<file path="src/sv/spq_pkg.sv">
`timescale 1ns / 1ps

package spq_pkg;

  localparam int CAPACITY  = 16;
  localparam int PRIO_W    = 8;
  localparam int DATA_W    = 32;
  localparam int CNT_W     = $clog2(CAPACITY + 1);
  localparam int STATUS_W  = 2;

  // result status codes
  localparam logic [STATUS_W-1:0] ST_OK        = 2'd0;
  localparam logic [STATUS_W-1:0] ST_UNDERFLOW = 2'd1;
  localparam logic [STATUS_W-1:0] ST_OVERFLOW  = 2'd2;

  // request modes
  localparam logic MODE_INSERT = 1'b0;
  localparam logic MODE_REMOVE = 1'b1;

  // controller to datapath commands
  typedef struct packed {
    logic load_req;  // capture the incoming word
    logic exec;      // apply the held request and load the result register
  } spq_cmd_t;

endpackage

</file>
<file path="src/sv/spq_ctrl.sv">
`timescale 1ns / 1ps

module spq_ctrl (
  input  logic              clk,
  input  logic              rst_n,
  input  logic              in_valid,
  output logic              in_ready,
  output logic              out_valid,
  input  logic              out_ready,
  output spq_pkg::spq_cmd_t cmd
);
  import spq_pkg::*;

  localparam logic S_IDLE = 1'b0;
  localparam logic S_EXEC = 1'b1;

  logic state_r, state_nxt;
  logic out_valid_r, out_valid_nxt;
  logic exec_go;

  assign in_ready  = (state_r == S_IDLE);
  assign out_valid = out_valid_r;
  // result register must be free (or draining this cycle) before executing
  assign exec_go   = (state_r == S_EXEC) && (!out_valid_r || out_ready);

  always_comb begin
    cmd.load_req = in_valid && in_ready;
    cmd.exec     = exec_go;
  end

  always_comb begin
    state_nxt = state_r;
    case (state_r)
      S_IDLE: begin
        if (in_valid) state_nxt = S_EXEC;
      end
      S_EXEC: begin
        if (exec_go) state_nxt = S_IDLE;
      end
      default: state_nxt = S_IDLE;
    endcase
  end

  always_comb begin
    out_valid_nxt = out_valid_r;
    if (exec_go) begin
      out_valid_nxt = 1'b1;
    end else if (out_ready) begin
      out_valid_nxt = 1'b0;
    end
  end

  always_ff @(posedge clk) begin
    if (!rst_n) begin
      state_r     <= S_IDLE;
      out_valid_r <= 1'b0;
    end else begin
      state_r     <= state_nxt;
      out_valid_r <= out_valid_nxt;
    end
  end

endmodule

</file>
<file path="src/sv/spq_datapath.sv">
`timescale 1ns / 1ps

module spq_datapath (
  input  logic                                  clk,
  input  logic                                  rst_n,
  input  spq_pkg::spq_cmd_t                     cmd,
  input  logic                                  in_mode,
  input  logic [spq_pkg::PRIO_W-1:0]            in_priority_req,
  input  logic signed [spq_pkg::DATA_W-1:0]     in_payload,
  output logic [spq_pkg::STATUS_W-1:0]          out_status,
  output logic [spq_pkg::PRIO_W-1:0]            out_priority,
  output logic signed [spq_pkg::DATA_W-1:0]     out_payload,
  output logic [spq_pkg::CNT_W-1:0]             out_occupancy
);
  import spq_pkg::*;

  // held request
  logic                     req_mode_r;
  logic [PRIO_W-1:0]        req_prio_r;
  logic signed [DATA_W-1:0] req_data_r;

  // sorted cell row, head at cell 0
  logic [PRIO_W-1:0]        prio_r [CAPACITY];
  logic signed [DATA_W-1:0] data_r [CAPACITY];
  logic [PRIO_W-1:0]        prio_nxt [CAPACITY];
  logic signed [DATA_W-1:0] data_nxt [CAPACITY];

  logic [CNT_W-1:0]         cnt_r, cnt_nxt;

  logic [STATUS_W-1:0]      status_r, status_nxt;
  logic [PRIO_W-1:0]        rprio_r, rprio_nxt;
  logic signed [DATA_W-1:0] rdata_r, rdata_nxt;
  logic [CNT_W-1:0]         occ_r;

  logic [CAPACITY-1:0]      ge;
  logic                     full, empty;

  assign full  = (cnt_r == CNT_W'(CAPACITY));
  assign empty = (cnt_r == '0);

  // every cell compares against the new priority at once
  always_comb begin
    for (int i = 0; i < CAPACITY; i++) begin
      ge[i] = (CNT_W'(i) < cnt_r) && (prio_r[i] >= req_prio_r);
    end
  end

  always_comb begin
    cnt_nxt    = cnt_r;
    status_nxt = ST_OK;
    rprio_nxt  = '0;
    rdata_nxt  = '0;
    for (int i = 0; i < CAPACITY; i++) begin
      prio_nxt[i] = prio_r[i];
      data_nxt[i] = data_r[i];
    end
    if (req_mode_r == MODE_INSERT) begin
      if (full) begin
        status_nxt = ST_OVERFLOW;
      end else begin
        // head cell takes the new entry when it does not outrank it
        if (!ge[0]) begin
          prio_nxt[0] = req_prio_r;
          data_nxt[0] = req_data_r;
        end
        for (int i = 1; i < CAPACITY; i++) begin
          if (!ge[i]) begin
            if (ge[i-1]) begin
              prio_nxt[i] = req_prio_r;
              data_nxt[i] = req_data_r;
            end else begin
              prio_nxt[i] = prio_r[i-1];
              data_nxt[i] = data_r[i-1];
            end
          end
        end
        cnt_nxt = cnt_r + CNT_W'(1);
      end
    end else begin
      if (empty) begin
        status_nxt = ST_UNDERFLOW;
      end else begin
        rprio_nxt = prio_r[0];
        rdata_nxt = data_r[0];
        for (int i = 0; i < CAPACITY - 1; i++) begin
          prio_nxt[i] = prio_r[i+1];
          data_nxt[i] = data_r[i+1];
        end
        cnt_nxt = cnt_r - CNT_W'(1);
      end
    end
  end

  always_ff @(posedge clk) begin
    if (cmd.load_req) begin
      req_mode_r <= in_mode;
      req_prio_r <= in_priority_req;
      req_data_r <= in_payload;
    end
    if (cmd.exec) begin
      for (int i = 0; i < CAPACITY; i++) begin
        prio_r[i] <= prio_nxt[i];
        data_r[i] <= data_nxt[i];
      end
      status_r <= status_nxt;
      rprio_r  <= rprio_nxt;
      rdata_r  <= rdata_nxt;
      occ_r    <= cnt_nxt;
    end
  end

  always_ff @(posedge clk) begin
    if (!rst_n) begin
      cnt_r <= '0;
    end else if (cmd.exec) begin
      cnt_r <= cnt_nxt;
    end
  end

  assign out_status    = status_r;
  assign out_priority  = rprio_r;
  assign out_payload   = rdata_r;
  assign out_occupancy = occ_r;

endmodule

</file>
<file path="src/sv/sorted_priority_queue.sv">
`timescale 1ns / 1ps

// sorted_priority_queue: a 16-entry priority queue held as a row of cells
// sorted from head (cell 0) to tail, larger priority first, first in first
// out among equal priorities. mode 0 inserts {priority_req, payload};
// mode 1 removes the head and returns it on out_priority / out_payload.
// every word in gives exactly one word out with a status (ok, underflow on
// remove from empty, overflow on insert into full, the entry then dropped)
// and the occupancy after the operation. each item is first captured in the
// request register, then executed: all cells compare against the new
// priority in parallel and shift in one step. the result sits in an output
// register, so the next word is taken while a result still waits; a
// stalled result only holds back the execute cycle of the following item.
// no clearing pass after reset: cells beyond the fill count are masked from the compare and never returned.

module sorted_priority_queue (
  input  logic                                  clk,
  input  logic                                  rst_n,
  // request channel
  input  logic                                  in_valid,
  output logic                                  in_ready,
  input  logic                                  in_mode,
  input  logic [spq_pkg::PRIO_W-1:0]            in_priority_req,
  input  logic signed [spq_pkg::DATA_W-1:0]     in_payload,
  // result channel
  output logic                                  out_valid,
  input  logic                                  out_ready,
  output logic [spq_pkg::STATUS_W-1:0]          out_status,
  output logic [spq_pkg::PRIO_W-1:0]            out_priority,
  output logic signed [spq_pkg::DATA_W-1:0]     out_payload,
  output logic [spq_pkg::CNT_W-1:0]             out_occupancy
);
  import spq_pkg::*;

  // command bundle from the sequencer to the cell row
  spq_cmd_t cmd;

  // sequencer: capture, execute, hold result
  spq_ctrl u_ctrl (
    .clk       (clk),
    .rst_n     (rst_n),
    .in_valid  (in_valid),
    .in_ready  (in_ready),
    .out_valid (out_valid),
    .out_ready (out_ready),
    .cmd       (cmd)
  );

  // sorted cells, fill count and result register
  spq_datapath u_dp (
    .clk             (clk),
    .rst_n           (rst_n),
    .cmd             (cmd),
    .in_mode         (in_mode),
    .in_priority_req (in_priority_req),
    .in_payload      (in_payload),
    .out_status      (out_status),
    .out_priority    (out_priority),
    .out_payload     (out_payload),
    .out_occupancy   (out_occupancy)
  );

endmodule
</file>
<file path="config.mk">
export PLATFORM = sky130hd
export DESIGN_NAME = sorted_priority_queue
export DESIGN_NICKNAME = d
export VERILOG_FILES = /design/src/sv/spq_pkg.sv /design/src/sv/spq_ctrl.sv /design/src/sv/spq_datapath.sv /design/src/sv/sorted_priority_queue.sv
export SDC_FILE = /design/constraint.sdc
export NUM_CORES = 2
export LEC_CHECK = 0
export BUFFER_PORTS_ARGS = -buffer_cell sky130_fd_sc_hd__buf_4
export CAP_MARGIN = 40
export CORE_MARGIN = 5
export CORE_UTILIZATION = 63
export CTS_BUF_LIST = sky130_fd_sc_hd__clkbuf_16
export CTS_CLUSTER_DIAMETER = 40
export DETAILED_ROUTE_END_ITERATION = 12
export PLACE_DENSITY = 0.85
export SYNTH_ARGS = -nofsm -noshare
export SYNTH_HDL_FRONTEND = slang
export SYNTH_SLANG_ARGS = --single-unit
export TNS_END_PERCENT = 100
</file>
<file path="constraint.sdc">
create_clock -name clk -period 6.4 [get_ports clk]
set_clock_uncertainty 0.15 [all_clocks]
set_input_delay 0.64 -clock clk [delete_from_list [all_inputs] [get_ports clk]]
set_output_delay 0.64 -clock clk [all_outputs]
set_load 0.005 [all_outputs]
</file>
# After elaboration in Yosys (flattened, before gate mapping)
# Memories as Yosys holds them, arrays and structs flattened.
# Index checks and enable logic that the tools add are counted.
# W data, S select, Z words.
[classes]
add_sub_neg = 2
magnitude_cmp = 32
eq_ne = 1
mux = 83
bitwise_logic = 2
n_reduce_logical = 23
[ops]
columns = ["operator", "count"]
rows = [
  ["$mux W32", 32],
  ["$mux W480", 2],
  ["$mux W512", 1],
  ["$mux W8", 32],
  ["$mux W120", 2],
  ["$ge A8 B8 Y1", 16],
  ["$mux W128", 1],
  ["$lt A4 B5 Y1 const A", 8],
  ["$lt A3 B5 Y1 const A", 4],
  ["$logic_and A1 B1 Y1", 18],
  ["$mux W5", 3],
  ["$lt A1 B5 Y1 const A", 2],
  ["$lt A2 B5 Y1 const A", 2],
  ["$mux W1", 7],
  ["$add A5 B1 Y5 const B", 1],
  ["$eq A5 B5 Y1 const B", 1],
  ["$logic_not A5 Y1", 1],
  ["$sub A5 B1 Y5 const B", 1],
  ["$mux W2", 2],
  ["$not A1 Y1", 2],
  ["$pmux W1 S2", 1],
  ["$reduce_bool A2 Y1", 1],
  ["$reduce_or A2 Y1", 1],
  ["$logic_not A1 Y1", 1],
  ["$logic_or A1 B1 Y1", 1],
]
[word_totals]
reg_bits = 95
ramBits = 640
wordCells = 155
memories = 2
[memory_table]
columns = ["memory", "depth", "width", "read_ports", "rd_clocked_by_memory_dff", "wr", "line", "text"]
rows = [
  ["u_dp.data_r", 16, 32, 16, 0, 16, "spq_datapath.sv:24", "logic signed [DATA_W-1:0] data_r [CAPACITY];"],
  ["u_dp.prio_r", 16, 8, 16, 0, 16, "spq_datapath.sv:23", "logic [PRIO_W-1:0] prio_r [CAPACITY];"],
]

# Longest topological paths before layout
# An unclocked memory read counts as a cell.
[logic_depth]
depth_word = 7
mapped_depth = 12

# Modules after synthesis
# Synthesis repeated with hierarchy kept, for this count alone.
[unflattened]
cells_unflattened = 3374
area_unflattened_um2 = 39046.2
[modules_own_cells]
columns = ["mod", "instances", "cells_each", "area_each_um2", "seq_area_each_um2"]
rows = [
  ["spq_datapath", 1, 3364, 38936.1, 21961.1],
  ["spq_ctrl", 1, 10, 110.1, 40.0],
]

# Worst setup path after synthesis
# OpenSTA, ideal clock, no wires.
[synth_path]
path_type = "flip-flop to flip-flop"
startpoint = "reg, netlist name u_dp.req_prio_r[0]"
endpoint = "mem u_dp.data_r[12][0], in the netlist u_dp.data_r[1][128], enable pin"
setup_time_ns = 0.499
arrival_time_ns = 5.023
required_time_ns = 5.751
setup_slack_ns = 0.729
path_stages_with_launch = 9
period_less_slack_ns = 5.671
cell_sequence = "edfxtp_1 ha_1 nand2b_1 a2111oi_0 o41ai_1 and2_1 clkbuf_1 buf_2 a21boi_0"
[synth_rtl]
columns = ["item", "line"]
rows = [
  ["end: declaration", "spq_datapath.sv:24"],
]

==> reports/summary.txt <==
Largest net degree at the start of global routing: 256
Final Hold Viols: 0
Final Max Slew Viols: 0
Number of setup buffers added after CTS: 0
Routed WL per cell: 24.8 µm
FILL cells: 4019
Hold_buf cts: 38
Synth cell count leaders: edfxtp_1 (728), nand2_1 (602), a21oi_1 (544), a221o_1 (507), clkbuf_1 (257)
Max-cap violations: 0
Synthesized area: 39300 µm²
Reg clk slew, reported paths: 0.06 ns
Vias in the first global route: 28900
Worst r2r dst: u_dp.data_r[0][242]
Distinct cells, synth: 57
Clk_lat worst skew: 0.66 ns
Top cell type's share of synthesized area: 0.557
Setup tns final: 0 ns
Port bufs: 93
CTS tree: done
Mapped Nets: 3577
Pre-antenna DRT Iters: 8
Fraction of layout cells with a size suffix above 1: 0.143
P&R area growth vs syn: 14.0%
Syn Area/Cell: 11.5 µm²
Core ar.: 61700 µm²
Antenna Nets Post-Route: 0
Seq/Total Area, Yosys: 0.560
Final WL: 106000 µm
Synth Register Bits: 735
Synth area leaders: edfxtp_1 (56%), a221o_1 (13%), a21oi_1 (6.9%)
Global-route wire length before repair: 166000 µm
Initial antenna violation count: 0
F_max: 0.255 GHz
Status: completed
Finished Core Util: 0.725
Hold Path End: u_dp.req_prio_r[0]
Worst hold stages: 1
Cts bufs inserted: 106
# resized after CTS: 0
Die Wd: 260 µm
CTS root buffer: clkbuf_16
EDFF count, synth: 728
Drt first-iter violations: 5245
Yosys warnings: 0
WP data required: 6.77 ns
Final Cycle Share: 0.614
# diodes: 0
Nets: 3537
Row Count: 91
Area after detailed placement: 40600 µm²
I/O pins: 94
Cells on worst reg2reg path: 9
Die Y: 260 µm
# clock sinks: 735
Crit Path Class: register to register
GRT Total Usage: 0.304
H-Tree Depth: 3
Post-DP HPWL: 69700 µm
Cell with the most instances after synthesis: edfxtp_1
GR Overflow Total: 0
Vias: 30500
Reg-to-reg startpoint: u_dp.cnt_r[0]
Worst Path Arrival: 4.30 ns
Worst rel slew slack: 0.264
CTS max path bufs: 3
Power density over the cells: 333 nW/µm²
Post-route DRC violation count: 0
Peak supply drop: 258 µV
Ys flop type: edfxtp_1
Crit-path max FO: 244
Yosys top cell by area: edfxtp_1
Vias/cell: 7.11
Worst-Margin Slew: 1.10 ns
Tmin final: 3.93 ns
CP Capture Type: register
P_leak: 16.8 nW
Die area: 67400 µm²
HP Class: input pin to register
Post-Synthesis Cells: 3400
Fin area: 44800 µm²
Initial Utilization: 0.636
Routability cong.: 0.945
Worst Setup Start Kind: register
RSZ-0062 raised after global routing: no
Total power: 14.9 mW
FF-to-FF setup slack: 2.47 ns
Final setup violation count: 0
HP Start: in_priority_req[0]
Asr flop ratio synth: 0
-- sequential cells by signal (all words and copies together) (netlist names) --
signal and count:
u_dp.prio_r 128, u_dp.data_r 512, u_dp.req_mode_r 1, u_ctrl.state_r 1, u_dp.out_occupancy 5, u_dp.out_priority 8
u_ctrl.out_valid 1, u_dp.cnt_r 5, u_dp.out_payload 32, u_dp.req_data_r 32, u_dp.out_status 2, u_dp.req_prio_r 8
-- area by class of cell --
class	instances	area (µm²)	area share
clock inverters	93	1080	0.0241
inverters	28	105	0.00235
repair buffers	252	2280	0.0509
well taps	837	1050	0.0234
multi-input cells	2237	15600	0.348
clock buffers	107	2680	0.0598
flip-flops and latches	735	22000	0.492
-- logic make-up after synthesis --
family | after synthesis | synth area share
flip-flops | 735 | 0.560
adder cells (fa/ha/maj) | 132 | 0.0421
buffers and inverters | 428 | 0.0528
multiplexers | 76 | 0.0207
AND/OR/NAND/NOR | 776 | 0.0834
XOR/XNOR | 5 | 0.00112
AO/OA/AOI/OAI | 1248 | 0.240
-- routing by layer --
metal | up-vias | share of wire | global-route usage
li1 | 13200 | - | -
met1 | 14600 | 0.40 | 0.450
met2 | 2396 | 0.44 | 0.451
met3 | 209 | 0.14 | 0.0772
met4 | 0 | 0.021 | 0.0840
met5 | - | 0 | 0
-- critical path: stages (launching register included) --
cell and delay [ns]:
dfxtp_1 0.52, inv_1 0.23, ha_1 0.29, nor3b_4 0.21
a21oi_4 0.22, buf_12 0.40, buf_12 0.73, nand2_1 0.20
a21oi_1 0.23, a221o_1 0.13
-- worst max-delay path by stage --
stage	from	to	slack (ns)
floorplan	u_dp.req_prio_r[0]	u_dp.data_r[1][128]	0.73
global placement	u_dp.req_prio_r[2]	u_dp.data_r[1][142]	2.26
detailed placement	u_dp.req_prio_r[2]	u_dp.data_r[1][51]	2.64
CTS	u_dp.req_prio_r[1]	u_dp.data_r[0][237]	2.55
global route	u_dp.cnt_r[1]	u_dp.data_r[0][132]	2.34
finish	u_dp.cnt_r[0]	u_dp.data_r[0][242]	2.47
-- per-stage QoR --
| stage | setup slack [ns] | instances | hold WS (ns) |
|---|---|---|---|
| finish | 2.47 | 4289 | 0.0310 |
| global route | 2.34 | 4289 | 0.0130 |
| CTS | 2.55 | 4289 | 0.00112 |
| detailed placement | 2.64 | 4051 | 0.384 |
| global placement | 2.26 | 4006 | 0.338 |
| floorplan | 0.729 | 3400 | 0.346 |
-- layout by cell type, fill, tap and decap left out, types with 18 or more instances in the layout --
cell	count
a21o_1	45
a21oi_1	541
a221o_1	507
and2_0	33
and2_1	55
buf_4	165
buf_6	37
bufinv_16	18
clkbuf_16	107
dlygate4sd3_1	38
edfxtp_1	728
ha_1	132
inv_1	35
mux2_2	42
mux2i_1	34
nand2_1	601
nand2b_1	19
nand3_1	24
nor2_1	26
o21a_1	29
o21ai_0	31
-- power breakdown --
group          internal [mW]  switching (mW)
Sequential              5.91           0.290
Clock                   3.82            2.29
Combinational          0.956            1.66
Note: power is estimated with default switching activity, not from simulation.
